==> src/hw/rtl/assert_macros.svh <==
// Assertion helpers shared by the RTL modules.
`ifndef ASSERT_MACROS_SVH
`define ASSERT_MACROS_SVH

// Same-cycle implication, checked on every rising edge outside reset.
`define ASSERT_IMPL(lbl, clk, rst_n, ante, cons, msg) \
    lbl: assert property (@(posedge clk) disable iff (!rst_n) (ante) |-> (cons)) \
        else $error(msg);

// Next-cycle implication, checked on every rising edge outside reset.
`define ASSERT_NEXT(lbl, clk, rst_n, ante, cons, msg) \
    lbl: assert property (@(posedge clk) disable iff (!rst_n) (ante) |=> (cons)) \
        else $error(msg);

`endif

==> src/hw/rtl/bcdclk_pkg.sv <==
package bcdclk_pkg;

    // Operating modes carried with every pin sample
    typedef enum logic [2:0] {
        MODE_RUN       = 3'd0,
        MODE_SET_HTENS = 3'd1,
        MODE_SET_HUNIT = 3'd2,
        MODE_SET_MTENS = 3'd3,
        MODE_SET_MUNIT = 3'd4,
        MODE_SET_STENS = 3'd5,
        MODE_SET_SUNIT = 3'd6,
        MODE_LOAD      = 3'd7
    } t_mode;

    // Upper limits used when a digit is set from the encoder
    localparam logic [3:0] HOUR_TENS_LIMIT = 4'd2;
    localparam logic [3:0] TENS_LIMIT      = 4'd5;
    localparam logic [3:0] UNITS_LIMIT     = 4'd9;

    // Encoder pair reset value (both pins high)
    localparam logic [1:0] ENC_IDLE = 2'b11;

    typedef struct packed {
        logic [2:0] mode;
        logic       square_wave;
        logic       encoder_a;
        logic       encoder_b;
        logic [6:0] load_seconds_bcd;
        logic [6:0] load_minutes_bcd;
        logic [5:0] load_hours_bcd;
    } t_in_item;

    typedef struct packed {
        logic [3:0] seconds_units;
        logic [2:0] seconds_tens;
        logic [3:0] minutes_units;
        logic [2:0] minutes_tens;
        logic [3:0] hours_units;
        logic [2:0] hours_tens;
        logic       rtc_write;
    } t_out_item;

    // Quadrature step for index {previous pair, current pair}
    function automatic logic signed [1:0] quad_step(input logic [3:0] idx);
        logic signed [1:0] q;
        case (idx)
            4'd1, 4'd7, 4'd8, 4'd14: q = -2'sd1;
            4'd2, 4'd4, 4'd11, 4'd13: q = 2'sd1;
            default: q = 2'sd0;
        endcase
        return q;
    endfunction

    // Step a digit by one and clamp it into 0..limit
    function automatic logic [3:0] clamp_step(input logic [3:0] d, input logic up,
                                              input logic [3:0] limit);
        logic [3:0] r;
        if (up) begin
            r = (d >= limit) ? limit : d + 4'd1;
        end else if (d == 4'd0) begin
            r = 4'd0;
        end else begin
            r = (d > limit) ? limit : d - 4'd1;
        end
        return r;
    endfunction

endpackage

==> src/hw/rtl/bcdclk_core.sv <==
`include "assert_macros.svh"

module bcdclk_core import bcdclk_pkg::*; (
    input  logic      i_clk,
    input  logic      i_rst_n,
    input  logic      i_accept,
    input  t_in_item  i_data,
    output t_out_item o_result
);

    logic             r_tick,  n_tick;
    logic [1:0]       r_enc,   n_enc;
    logic signed [3:0] r_sum,  n_sum;
    logic [3:0]       r_su, n_su, r_mu, n_mu, r_hu, n_hu;
    logic [2:0]       r_st, n_st, r_mt, n_mt, r_ht, n_ht;
    logic             fired;

    // Work out the next time and encoder state for the item on the input
    always_comb begin
        logic [1:0]        pins;
        logic signed [4:0] sum;
        logic              up;
        logic [3:0]        t4;
        n_tick = r_tick;
        n_enc  = r_enc;
        n_sum  = r_sum;
        n_su = r_su; n_st = r_st; n_mu = r_mu;
        n_mt = r_mt; n_hu = r_hu; n_ht = r_ht;
        fired = 1'b0;
        pins  = {i_data.encoder_b, i_data.encoder_a};
        sum   = 5'sd0;
        up    = 1'b0;
        t4    = 4'd0;
        case (i_data.mode)
            MODE_RUN: begin
                // advance on a rising edge of the tick, carrying in order
                if (i_data.square_wave != r_tick) begin
                    n_tick = i_data.square_wave;
                    if (i_data.square_wave) begin
                        n_su = n_su + 4'd1;
                        if (n_su == 4'd10) begin
                            n_su = 4'd0;
                            n_st = n_st + 3'd1;
                        end
                        if (n_st == 3'd6) begin
                            n_st = 3'd0;
                            n_mu = n_mu + 4'd1;
                        end
                        if (n_mu == 4'd10) begin
                            n_mu = 4'd0;
                            n_mt = n_mt + 3'd1;
                        end
                        if (n_mt == 3'd6) begin
                            n_mt = 3'd0;
                            n_hu = n_hu + 4'd1;
                        end
                        if (n_ht == 3'd2 && n_hu == 4'd4) begin
                            n_hu = 4'd0;
                            n_ht = 3'd0;
                        end
                        if (n_hu == 4'd10) begin
                            n_hu = 4'd0;
                            n_ht = n_ht + 3'd1;
                        end
                    end
                end
            end
            MODE_LOAD: begin
                // take the masked BCD bytes
                n_su = i_data.load_seconds_bcd[3:0];
                n_st = i_data.load_seconds_bcd[6:4];
                n_mu = i_data.load_minutes_bcd[3:0];
                n_mt = i_data.load_minutes_bcd[6:4];
                n_hu = i_data.load_hours_bcd[3:0];
                n_ht = {1'b0, i_data.load_hours_bcd[5:4]};
            end
            default: begin
                // accumulate encoder steps and set the chosen digit past the threshold
                sum   = 5'(r_sum) + 5'(quad_step({r_enc, pins}));
                n_enc = pins;
                n_sum = sum[3:0];
                if (sum > 5'sd3 || sum < -5'sd3) begin
                    fired = 1'b1;
                    up    = (sum > 5'sd3);
                    n_sum = 4'sd0;
                    case (i_data.mode)
                        MODE_SET_HTENS: begin
                            t4   = clamp_step({1'b0, r_ht}, up, HOUR_TENS_LIMIT);
                            n_ht = t4[2:0];
                        end
                        MODE_SET_HUNIT: n_hu = clamp_step(r_hu, up, UNITS_LIMIT);
                        MODE_SET_MTENS: begin
                            t4   = clamp_step({1'b0, r_mt}, up, TENS_LIMIT);
                            n_mt = t4[2:0];
                        end
                        MODE_SET_MUNIT: n_mu = clamp_step(r_mu, up, UNITS_LIMIT);
                        MODE_SET_STENS: begin
                            t4   = clamp_step({1'b0, r_st}, up, TENS_LIMIT);
                            n_st = t4[2:0];
                        end
                        MODE_SET_SUNIT: n_su = clamp_step(r_su, up, UNITS_LIMIT);
                        default: ;
                    endcase
                end
            end
        endcase
    end

    // Hold the time and encoder state, advance on each transfer
    always_ff @(posedge i_clk) begin
        if (!i_rst_n) begin
            r_tick <= 1'b0;
            r_enc  <= ENC_IDLE;
            r_sum  <= 4'sd0;
            r_su <= 4'd0; r_st <= 3'd0; r_mu <= 4'd0;
            r_mt <= 3'd0; r_hu <= 4'd0; r_ht <= 3'd0;
        end else if (i_accept) begin
            r_tick <= n_tick;
            r_enc  <= n_enc;
            r_sum  <= n_sum;
            r_su <= n_su; r_st <= n_st; r_mu <= n_mu;
            r_mt <= n_mt; r_hu <= n_hu; r_ht <= n_ht;
        end
    end

    // Result is the time after this item
    assign o_result = '{seconds_units: n_su, seconds_tens: n_st,
                        minutes_units: n_mu, minutes_tens: n_mt,
                        hours_units: n_hu, hours_tens: n_ht,
                        rtc_write: fired};

    `ASSERT_IMPL(a_sum_range, i_clk, i_rst_n, 1'b1,
        (r_sum <= 4'sd3) && (r_sum >= -4'sd3), "encoder accumulator out of range")
    `ASSERT_NEXT(a_load_digits, i_clk, i_rst_n, i_accept && (i_data.mode == MODE_LOAD),
        (r_su == $past(i_data.load_seconds_bcd[3:0])) &&
        (r_mt == $past(i_data.load_minutes_bcd[6:4])), "load did not take the BCD bytes")

endmodule

==> src/hw/rtl/bcdclk_out_buf.sv <==
`include "assert_macros.svh"

module bcdclk_out_buf import bcdclk_pkg::*; (
    input  logic      i_clk,
    input  logic      i_rst_n,
    input  logic      i_accept,
    input  t_out_item i_result,
    output logic      o_full,
    output logic      o_valid,
    input  logic      i_stall,
    output t_out_item o_data
);

    logic      r_out_valid, r_skid_valid;
    t_out_item r_out, r_skid;
    logic      take;

    assign take = r_out_valid && !i_stall;

    // Valid flags: refill the output stage from skid first, else from the new item
    always_ff @(posedge i_clk) begin
        if (!i_rst_n) begin
            r_out_valid  <= 1'b0;
            r_skid_valid <= 1'b0;
        end else if (!r_out_valid || take) begin
            r_out_valid  <= r_skid_valid || i_accept;
            r_skid_valid <= 1'b0;
        end else if (i_accept) begin
            r_skid_valid <= 1'b1;
        end
    end

    // Payload registers
    always_ff @(posedge i_clk) begin
        if (!r_out_valid || take) begin
            r_out <= r_skid_valid ? r_skid : i_result;
        end else if (i_accept) begin
            r_skid <= i_result;
        end
    end

    assign o_full  = r_skid_valid;
    assign o_valid = r_out_valid;
    assign o_data  = r_out;

    `ASSERT_IMPL(a_skid_behind_out, i_clk, i_rst_n, r_skid_valid, r_out_valid,
        "skid stage holds an item while the output stage is empty")
    `ASSERT_NEXT(a_skid_drains, i_clk, i_rst_n, r_skid_valid && take,
        r_out_valid && !r_skid_valid && (r_out == $past(r_skid)),
        "skid item not moved to the output stage")

endmodule

==> src/hw/rtl/bcd_clock_with_encoder_set.sv <==
// BCD 24-hour time-of-day counter, set from a quadrature encoder.
// Input channel: i_in_valid / o_in_stall with i_in_data, one pin sample and
// a mode per transfer. Mode 0 runs the clock on rising edges of the 1 Hz
// wave, modes 1 to 6 set one digit from the encoder, mode 7 loads BCD bytes.
// Output channel: o_out_valid / i_out_stall with o_out_data, exactly one
// result per input transfer: the six digits after the step and rtc_write.
// Each result is registered in the output register, or in the skid register
// when the output stage is held. Throughput: one item per cycle while
// o_in_stall is low; each step is one pass of logic from the state registers.
// Stall: an output register and a skid register hold up to two results;
// o_in_stall rises only when both are full, and is itself registered.
// Reset (synchronous, i_rst_n low): time 00:00:00, accumulator cleared,
// encoder pair taken as both high, tick level low, both stages empty.
module bcd_clock_with_encoder_set import bcdclk_pkg::*; (
    input  logic      i_clk,
    input  logic      i_rst_n,
    input  logic      i_in_valid,
    output logic      o_in_stall,
    input  t_in_item  i_in_data,
    output logic      o_out_valid,
    input  logic      i_out_stall,
    output t_out_item o_out_data
);

    logic      accept;
    logic      buf_full;
    t_out_item result;

    assign o_in_stall = buf_full;
    assign accept     = i_in_valid && !buf_full;

    bcdclk_core u_core (
        .i_clk    (i_clk),
        .i_rst_n  (i_rst_n),
        .i_accept (accept),
        .i_data   (i_in_data),
        .o_result (result)
    );

    bcdclk_out_buf u_out_buf (
        .i_clk    (i_clk),
        .i_rst_n  (i_rst_n),
        .i_accept (accept),
        .i_result (result),
        .o_full   (buf_full),
        .o_valid  (o_out_valid),
        .i_stall  (i_out_stall),
        .o_data   (o_out_data)
    );

endmodule

==> config.mk <==
export PLATFORM = sky130hd
export DESIGN_NAME = bcd_clock_with_encoder_set
export DESIGN_NICKNAME = d
export VERILOG_FILES = /design/src/hw/rtl/bcdclk_pkg.sv /design/src/hw/rtl/bcdclk_core.sv /design/src/hw/rtl/bcdclk_out_buf.sv /design/src/hw/rtl/bcd_clock_with_encoder_set.sv
export VERILOG_INCLUDE_DIRS = /design/src /design/src/hw/rtl
export SDC_FILE = /design/constraint.sdc
export NUM_CORES = 1
export LEC_CHECK = 0
export BUFFER_PORTS_ARGS = -buffer_cell sky130_fd_sc_hd__clkbuf_2
export CAP_MARGIN = 10
export CORE_ASPECT_RATIO = 0.5
export CORE_MARGIN = 2
export CORE_UTILIZATION = 55
export DETAILED_ROUTE_END_ITERATION = 16
export GPL_ROUTABILITY_DRIVEN = 0
export PLACE_DENSITY = 0.74
export SYNTH_ARGS = -nofsm -noshare
export SYNTH_HDL_FRONTEND = slang
export SYNTH_SLANG_ARGS = --single-unit
==> constraint.sdc <==
create_clock -name i_clk -period 8.9 [get_ports i_clk]
set_clock_uncertainty 0.15 [all_clocks]
set_input_delay 1.78 -clock i_clk [delete_from_list [all_inputs] [get_ports i_clk]]
set_output_delay 1.78 -clock i_clk [all_outputs]
set_load 0.01 [all_outputs]
## Word-level counts from Yosys, hierarchy flattened

Memories as Yosys holds them, arrays and structs flattened.
Cells that the tools add are included.

| word-level totals | value |
|---|---|
| register bits after elaboration | 74 |
| bits in read-only memories | 32 |
| output and inout bits | 24 |
| memories | 1 |

Memories:

| name | depth | width | read ports | clocked after memory_dff | write ports | RTL line | RTL |
|---|---|---|---|---|---|---|---|
| (no name shown) | 16 | 2 | 1 | 0 | 0 | bcdclk_pkg.sv:46 | `case (idx)` |

| operators by class | value |
|---|---|
| $add $sub $neg | 16 |
| order comparisons | 14 |
| equal/unequal tests | 15 |
| muxes and demuxes | 89 |
| bitwise gates (word level) | 3 |
| reduce and logical (&&, ||, !) cells | 21 |

Operators by type and width:

| operator | count |
|---|---|
| 2-to-1 mux 4 bit | 40 |
| 2-to-1 mux 3 bit | 39 |
| one-hot mux 4 bit (2 select lines) | 3 |
| 2-to-1 mux 22 bit | 1 |
| adder 3 x 1 -> 3 bit (second input constant) | 6 |
| == test 3 bit (second input constant) | 6 |
| one-hot mux 3 bit (2 select lines) | 3 |
| adder 4 x 1 -> 4 bit (second input constant) | 3 |
| == test 4 bit (second input constant) | 3 |
| greater-or-equal comparator 4 bit (second input constant) | 3 |
| > comparator 4 bit (second input constant) | 3 |
| zero test 3 bit | 4 |
| zero test 4 bit | 3 |
| subtractor 4 x 1 -> 4 bit (second input constant) | 3 |
| == test 3 x 2 -> 1 bit (second input constant) | 3 |
| subtractor 3 x 1 -> 3 bit (second input constant) | 3 |
| greater-or-equal comparator 3 bit (second input constant) | 2 |
| > comparator 3 bit (second input constant) | 2 |
| adder 4 x 2 -> 5 bit | 1 |
| > comparator 5 x 3 -> 1 bit (second input constant) | 1 |
| less-than comparator 5 x 3 -> 1 bit (second input constant) | 1 |
| == test 4 x 3 -> 1 bit (second input constant) | 1 |
| AND reduction 2 bit | 2 |
| OR reduction 2 bit | 2 |
| other kinds (11) | 20 |

## Depth between registers and ports, before layout

Gate-level depths: netlist of run 1.

| logic depth | value |
|---|---|
| word-level depth | 33 |
| mapped depth | 19 |

## Modules after synthesis

From an unflattened synthesis of run 1, not the netlist that was laid out.

| unflattened totals | value |
|---|---|
| cells, all modules | 632 |
| area total of the unflattened synthesis | 5594.1 µm² |

Modules (own cells, without submodules):

| module | instances | cells each | area each (µm²) |
|---|---|---|---|
| bcdclk_core | 1 | 556 | 3912.5 |
| bcdclk_out_buf | 1 | 75 | 1667.8 |
| bcd_clock_with_encoder_set | 1 | 1 | 13.8 |

## Least setup slack after synthesis of run 1

No wires, ideal clock.

| timing path | value |
|---|---|
| path type | input to register |
| start point | in i_in_data[20] in the netlist's numbering |
| end point | reg u_out_buf.r_out, in the netlist u_out_buf.o_data[5], data pin |
| arrival time | 5.234 ns |
| data required time | 8.477 ns |
| slack | 3.243 ns |
| stages | 18 |
| cells stage by stage | inv_1 ha_1 xnor2_1 xnor2_1 ha_1 inv_1 fa_1 nand2b_1 o21a_1 a31o_2 nor2_1 clkbuf_1 buf_1 nor3_1 a311oi_1 a21oi_1 a221oi_1 a31oi_1 |

| between the ends | value |
|---|---|
| cells in the longest elaborated chain, start to end | 9 |

Ends and longest elaborated chain:

| what | RTL line | RTL |
|---|---|---|
| start, declared | bcd_clock_with_encoder_set.sv:19 | `input t_in_item i_in_data,` |
| memory (16 x 2 bit) (*) | - |  |
| 2-to-1 mux 2 bit (*) | bcdclk_core.sv:34 | `case (i_data.mode)` |
| adder 4 x 2 -> 5 bit (*) | bcdclk_core.sv:79 | `sum = 5'(r_sum) + 5'(quad_step({r_enc, pins}));` |
| > comparator 5 x 3 -> 1 bit | bcdclk_core.sv:82, bcdclk_core.sv:84 |  |
| 2-to-1 mux 4 bit | bcdclk_pkg.sv:58 | `if (up) begin` |
| 2-to-1 mux 4 bit | bcdclk_core.sv:86 | `case (i_data.mode)` |
| 2-to-1 mux 4 bit (*) | bcdclk_core.sv:82 | `if (sum > 5'sd3 \|\| sum < -5'sd3) begin` |
| one-hot mux 4 bit (2 select lines) (*) | bcdclk_core.sv:34 |  |
| 2-to-1 mux 22 bit (*) | bcdclk_out_buf.sv:36 | `r_out <= r_skid_valid ? r_skid : i_result;` |
| end signal, assigned | bcdclk_out_buf.sv:36 |  |
| end, declared | bcdclk_out_buf.sv:15 | `t_out_item r_out, r_skid;` |

Mark *: on every way between the ends. The rest lies on a longest branch, timed or not. The select of a mux whose other input is x is not followed.
A chain may end at the register's enable or synchronous reset.

==> impl_metrics.tcl, run 1 <==
set metrics [dict create \
    outcome "finished clean" \
    route.vias.total 5293 \
    overflow 0 \
    finalCritPeriodShare_pct 66.0 \
    cts_tree "built" \
    drc 0 \
    min_from "u_core.r_sum[2]$_SDFFE_PN0P_" \
    rows 26 \
    core-area_sq_mm 0.0101 \
    h-tree-depth 3 \
    r2r_setup_slack_ns 4.04 \
    synthArstFlopShare_pct 0 \
    layout-drive-gt1-share_pct 17.5 \
    cts_buffers 9 \
    postLayoutCellArea_sq_mm 0.00630 \
    synth_nets 725 \
    wl_per_cell_microns 19.7 \
    vias_per_cell 6.38 \
    crit_path_max_fanout 11 \
    grt_pass1_wl_mm 25.3 \
    postSynthCellCount 660 \
    antenna_cells 0 \
    seq_area_sq_mm 0.00192 \
    multi_input_area_sq_mm 0.00344 \
    grt_max_degree 34 \
    instances_no_fill 830 \
    drt-total-wl_mm 16.3 \
    finalMaxSlewViolations 0 \
    setup_viol 0 \
    rsz0062_at_grt "false" \
    end_kind "flop" \
    period_needed_ns 5.87 \
    ctsHoldBuffers 0 \
    antenna_found_initial 1 \
    worstMarginPinSlew_ns 1.14 \
    p_leak_nw 2.58 \
    fill_cells 863 \
    synthToLayoutAreaGrowth_pct 11.0 \
    grt_use_total_pct 29.6 \
    place.port_buffers 53 \
    final_nets 750 \
    worst_ep_arrival_time_ns 5.82 \
    startpoint_type "input pin" \
    detail-route-antenna-nets 0 \
    io_pins 54 \
    first_pass_iters 5 \
    path_class "in2reg" \
    power_mw 1.08 \
    ir_drop_mv 0.0901 \
    ys_types 82 \
    placed_area_sq_mm 0.00598 \
    hold_depth 2 \
    cts_setup_buffers 0 \
    synth-edff-count 44 \
    hold_path_class "reg2reg" \
    slew-limit-headroom_pct 23.8 \
    die_h_microns 75.9 \
    cts_root_buffer "clkbuf_16" \
    dieArea_sq_mm 0.0112 \
    tns_ns 0 \
    worst_ep_required_time_ns 8.85 \
    cts.sinks 74 \
    drt-initial-drc-count 678 \
    hold_violations 0 \
    rr_worst_depth 14 \
    ys_seq_area_share_pct 33.8 \
    die_w_microns 148 \
    dp_cells 814 \
    p_per_area_mw_per_mm2 172 \
    worstHoldEndpoint "u_core.r_sum[2]$_SDFFE_PN0P_" \
    start_util_pct 56.1 \
    yosys_warnings 0 \
    hold_slack_ns 0.328 \
    synth_ff_type "edfxtp_1" \
    place_hpwl_mm 11.0 \
    clockBufferDepth 2 \
    ys_ff_latch 74 \
    rr_endpoint "u_out_buf.o_data[2]$_DFFE_PP_" \
    clk_pin_slew_ns 0.06 \
    grt_pass1_vias 4777 \
    max-cap-violations 0 \
    avgSynthCellArea_sq_um 8.61 \
    worstReg2RegStart "u_core.r_su[0]$_SDFFE_PN0P_" \
    ctsResizeCount 0 \
    clock_latency_ns 0.35 \
    netlist_area_sq_mm 0.00568 \
    clock.fmax_mhz 170 \
]
==> power by group <==
part | switching [mW] | internal (mW)
registers | 0.0319 | 0.397
logic | 0.153 | 0.0992
clock network | 0.154 | 0.247
==> state kept, by name, indices dropped and copies added, names as in the netlist, 2 cells and up <==
register          flops
u_out_buf.o_data     22
u_core.r_st           3
u_core.r_sum          4
u_out_buf.r_skid     22
u_core.r_mu           4
u_core.r_ht           3
u_core.r_mt           3
u_core.r_hu           4
u_core.r_enc          2
u_core.r_su           4
==> kinds of logic (layout without fill, tap and decap cells) <==
family | after synthesis | after routing | share of synthesized area (%)
multiplexers | 29 | 29 | 5.84
AND/OR/NAND/NOR | 237 | 237 | 20.6
adder cells (fa/ha/maj) | 35 | 35 | 7.84
AO/OA/AOI/OAI | 189 | 189 | 23.3
buffers and inverters | 78 | 108 | 5.66
flip-flops | 74 | 74 | 33.8
XOR/XNOR | 18 | 18 | 2.91
==> stage by stage <==
stage,setup slack [ns],utilization [%]
floorplan,3.24,-
global placement,2.89,59.2
detailed placement,2.74,59.2
CTS,3.09,62.3
global route,2.68,62.3
finish,3.03,62.3
==> Yosys cell counts (6+ instances only) <==
cell type / count / area share, %
xor2_1: 6 / 0.93
inv_1: 30 / 2.0
nand3_1: 21 / 1.9
a21boi_0: 6 / 0.79
nand2_1: 71 / 4.7
dfxtp_1: 30 / 11
ha_1: 34 / 7.5
xnor2_1: 11 / 1.7
o211a_1: 7 / 1.2
nand4_1: 6 / 0.66
or3_1: 7 / 0.77
o21ai_0: 43 / 3.8
edfxtp_1: 44 / 23
mux2i_1: 11 / 1.9
a21oi_1: 41 / 3.6
a22oi_1: 6 / 0.79
nor2_1: 70 / 4.6
nand2b_1: 9 / 0.99
nor2b_1: 7 / 0.77
clkbuf_1: 36 / 2.4
o211ai_1: 10 / 1.3
mux2_2: 15 / 3.0
nor3_1: 9 / 0.79
a31oi_1: 7 / 0.77
==> how the worst max path moves through the flow <==
stage | end | cells past startpoint | slack [ns] | startpoint
floorplan | u_out_buf.o_data[5]$_DFFE_PP_ | 18 | 3.24 | i_in_data[20]
global placement | u_out_buf.o_data[13]$_DFFE_PP_ | 17 | 2.89 | i_in_data[20]
detailed placement | u_out_buf.o_data[13]$_DFFE_PP_ | 17 | 2.74 | i_in_data[20]
CTS | u_out_buf.o_data[13]$_DFFE_PP_ | 17 | 3.09 | i_in_data[20]
global route | u_out_buf.o_data[13]$_DFFE_PP_ | 17 | 2.68 | i_in_data[20]
finish | u_out_buf.o_data[13]$_DFFE_PP_ | 17 | 3.03 | i_in_data[20]
==> final cells by class <==
type	count	share of cell area, %
Clock buffer	10	3.63
Clock inverter	6	1.43
Inverter	30	1.79
Multi-Input combinational cell	508	54.6
Sequential cell	74	30.5
Tap cell	140	2.78
Timing Repair Buffer	62	5.28
==> routing by layer <==
layer,vias to the layer above,GRT usage [%],wire length (microns)
met2,249,43.6,6690
met3,34,7.90,1510
li1,2481,-,-
met4,0,9.29,280
met5,-,0,0
met1,2529,42.6,7840
==> layout by cell type, fill, tap and decap left out, drive strengths merged, types with 17 or more instances in the layout <==
master / n
nand2: 72
o21ai: 43
mux2: 17
nand3: 21
clkbuf: 63
inv: 31
edfxtp: 44
nor2: 70
dfxtp: 30
a21oi: 41
ha: 34
==> critical path, cell delays in order <==
cell and delay [ns]:
clkbuf_2 0.11, inv_1 0.07, ha_1 0.30, xnor2_1 0.18, xnor2_1 0.15, ha_1 0.21
inv_1 0.06, fa_1 0.37, nand2b_1 0.21, a21oi_1 0.21, a211o_1 0.14, mux2i_1 0.26
nor4b_2 0.73, o21ai_0 0.19, a22o_1 0.22, a221o_1 0.35, mux2_2 0.27
No activity file was read; power rests on OpenSTA's default activity.
==> run 2: changes to the inputs <==
--- a/config.mk
+++ b/config.mk
@@ -13,7 +13,7 @@
 export CORE_UTILIZATION = 55
 export DETAILED_ROUTE_END_ITERATION = 16
 export GPL_ROUTABILITY_DRIVEN = 0
-export PLACE_DENSITY = 0.74
+export PLACE_DENSITY = 0.77
 export SYNTH_ARGS = -nofsm -noshare
 export SYNTH_HDL_FRONTEND = slang
 export SYNTH_SLANG_ARGS = --single-unit
==> constraint.sdc (replaced) <==
create_clock -name i_clk -period 5.22 [get_ports i_clk]
set_clock_uncertainty 0.15 [all_clocks]
set_input_delay 1.044 -clock i_clk [delete_from_list [all_inputs] [get_ports i_clk]]
set_output_delay 1.044 -clock i_clk [all_outputs]
set_load 0.01 [all_outputs]
==> run 2 against run 1 <==
Against the previous run: hold slack improved by 0.015 ns; utilization grew 1.2 points; global-route usage fell by 0.37 points; critical path type unchanged; die area unchanged; sequential cell count unchanged; first-iteration DRC count rose by 3.1%; clock power up 69%.
==> impl_metrics.tcl, run 2 (same netlist as run 1, synthesis figures left out) <==
set metrics [dict create \
    outcome "finished clean" \
    vias_per_cell 6.32 \
    clock_latency_ns 0.34 \
    rr_worst_depth 14 \
    clockBufferDepth 2 \
    cts_setup_buffers 0 \
    worstReg2RegStart "u_core.r_su[0]$_SDFFE_PN0P_" \
    instances_no_fill 844 \
    ctsResizeCount 0 \
    detail-route-antenna-nets 0 \
    path_cells "clkbuf_2 -> inv_1 -> ha_1 -> xnor2_1 -> xnor2_1 -> ha_1 -> inv_1 -> fa_1 -> nand2b_1 -> a21oi_1 -> a211o_1 -> mux2i_1 -> or4b_2 -> a21o_1 -> o21ai_0 -> nor2_1 -> a21oi_1 -> o31ai_2" \
    worst_ep_arrival_time_ns 4.93 \
    ctsHoldBuffers 0 \
    cts.sinks 74 \
    worstMarginPinSlew_ns 0.858 \
    end_kind "flop" \
    startpoint_type "input pin" \
    finalMaxSlewViolations 0 \
    io_pins 54 \
    dieArea_sq_mm 0.0112 \
    overflow 0 \
    place_hpwl_mm 11.3 \
    dp_cells 828 \
    cts_buffers 9 \
    p_per_area_mw_per_mm2 289 \
    start_util_pct 56.1 \
    met1Wirelength_mm 7.40 \
    core-area_sq_mm 0.0101 \
    clk_pin_slew_ns 0.06 \
    wl_met2_mm 6.60 \
    r2r_setup_slack_ns 0.53 \
    cts_tree "built" \
    post-place-ws_ns -0.0907 \
    path_class "in2reg" \
    setup_slack_ns 0.208 \
    hold_slack_ns 0.343 \
    slew-limit-headroom_pct 42.8 \
    p_seq_share_pct 39.3 \
    slowest_delay_ns 0.80 \
    hold_path_class "reg2reg" \
    dr.max_layer_used "met4" \
    hold_violations 0 \
    place.port_buffers 53 \
    layout.cells.most_common "nand2_1" \
    ir_drop_mv 0.142 \
    die_w_microns 148 \
    setup_viol 0 \
    layout_common_cells "nand2_1, nor2_1, clkbuf_2" \
    p_leak_nw 2.65 \
    period_needed_ns 5.01 \
    drt-initial-drc-count 699 \
    rsz0062_at_grt "false" \
    cts_root_buffer "clkbuf_16" \
    die_h_microns 75.9 \
    crit_slowest_cell "or4b_2" \
    grt_max_degree 32 \
    drc 0 \
    switching_power_uw 573 \
    power_mw 1.85 \
    max-cap-violations 0 \
    crit_end "u_out_buf.o_data[3]$_DFFE_PP_" \
    grt_use_total_pct 29.2 \
    synthToLayoutAreaGrowth_pct 13.0 \
    clock.fmax_mhz 200 \
    intPower_mw 1.28 \
    grt_pass1_wl_mm 25.3 \
    swShare_pct 30.9 \
    comb_power_share_pct 24.3 \
    first_pass_iters 5 \
    layout-drive-gt1-share_pct 19.2 \
    drt-total-wl_mm 16.0 \
    h-tree-depth 3 \
    rows 26 \
    rr_endpoint "u_out_buf.o_data[2]$_DFFE_PP_" \
    antenna_cells 0 \
    final_nets 764 \
    worst_ep_required_time_ns 5.14 \
    grt_pass1_vias 4832 \
    clockPowerShare_pct 36.4 \
    met3_length_mm 1.73 \
    wl_per_cell_microns 18.9 \
    antenna_found_initial 0 \
    crit_path_max_fanout 8 \
    startpoint "i_in_data[20]" \
    finalCritPeriodShare_pct 96.0 \
    route.vias.total 5338 \
]
-- run 2: cell count changes in the layout (fill, tap and decap cells not counted) --
cell    previous run  this run
buf_4              9        22
buf_12             0         1
-- run 2: area by class of cell --
type	count	area [sq um]
fill	842	3700
multi-input combinational	508	3440
sequential	74	1920
timing repair buffer	76	450
clock buffer	10	229
tap	140	175
inverter	30	113
clock inverter	6	90.1
-- run 2: power by group through the flow --
stage / Sequential (mW) / Combinational (mW) / Clock, mW
after floorplan: 0.724 / 0.304 / 0
after global routing: 0.734 / 0.497 / 0.702
after global placement: 0.738 / 0.427 / 0
final: 0.728 / 0.451 / 0.676
after detailed placement: 0.739 / 0.438 / 0
after CTS: 0.726 / 0.442 / 0.681
-- run 2: metal layers --
metal	GRT usage (%)	vias up
li1	-	2497
met1	42.5	2519
met2	44.3	296
met3	5.57	26
met4	9.19	0
met5	0	-
-- run 2: through the flow --
stage / utilization, % / setup TNS [ns] / cell area, sq um
2_1_floorplan: - / 0 / 5680
3_3_place_gp: 60.3 / 0 / 6100
3_5_place_dp: 60.3 / -0.234 / 6100
4_1_cts: 63.5 / 0 / 6420
5_1_grt: 63.5 / 0 / 6420
6_report: 63.5 / 0 / 6420
-- run 2: critical path: cells and delay by family --
| kind | cells | cell delay, ns |
|---|---|---|
| AO/OA/AOI/OAI | 6 | 1.10 |
| XOR/XNOR | 2 | 0.31 |
| AND/OR/NAND/NOR | 3 | 1.09 |
| buffers and inverters | 3 | 0.23 |
| adder cells (fa/ha/maj) | 3 | 0.90 |
| multiplexers | 1 | 0.24 |
-- run 2: worst min path at each step --
stage	slack [ns]	start	endpoint	depth (start not counted)
2_1_floorplan	0.30	u_core.r_sum[2]$_SDFFE_PN0P_	u_core.r_sum[2]$_SDFFE_PN0P_	2
5_1_grt	0.38	u_core.r_sum[2]$_SDFFE_PN0P_	u_core.r_sum[2]$_SDFFE_PN0P_	2
3_3_place_gp	0.32	u_core.r_sum[2]$_SDFFE_PN0P_	u_core.r_sum[2]$_SDFFE_PN0P_	2
6_report	0.34	u_core.r_tick$_SDFFE_PN0P_	u_core.r_tick$_SDFFE_PN0P_	2
4_1_cts	0.34	u_core.r_sum[3]$_SDFFE_PN0P_	u_core.r_sum[3]$_SDFFE_PN0P_	2
3_5_place_dp	0.32	u_core.r_sum[3]$_SDFFE_PN0P_	u_core.r_sum[3]$_SDFFE_PN0P_	2
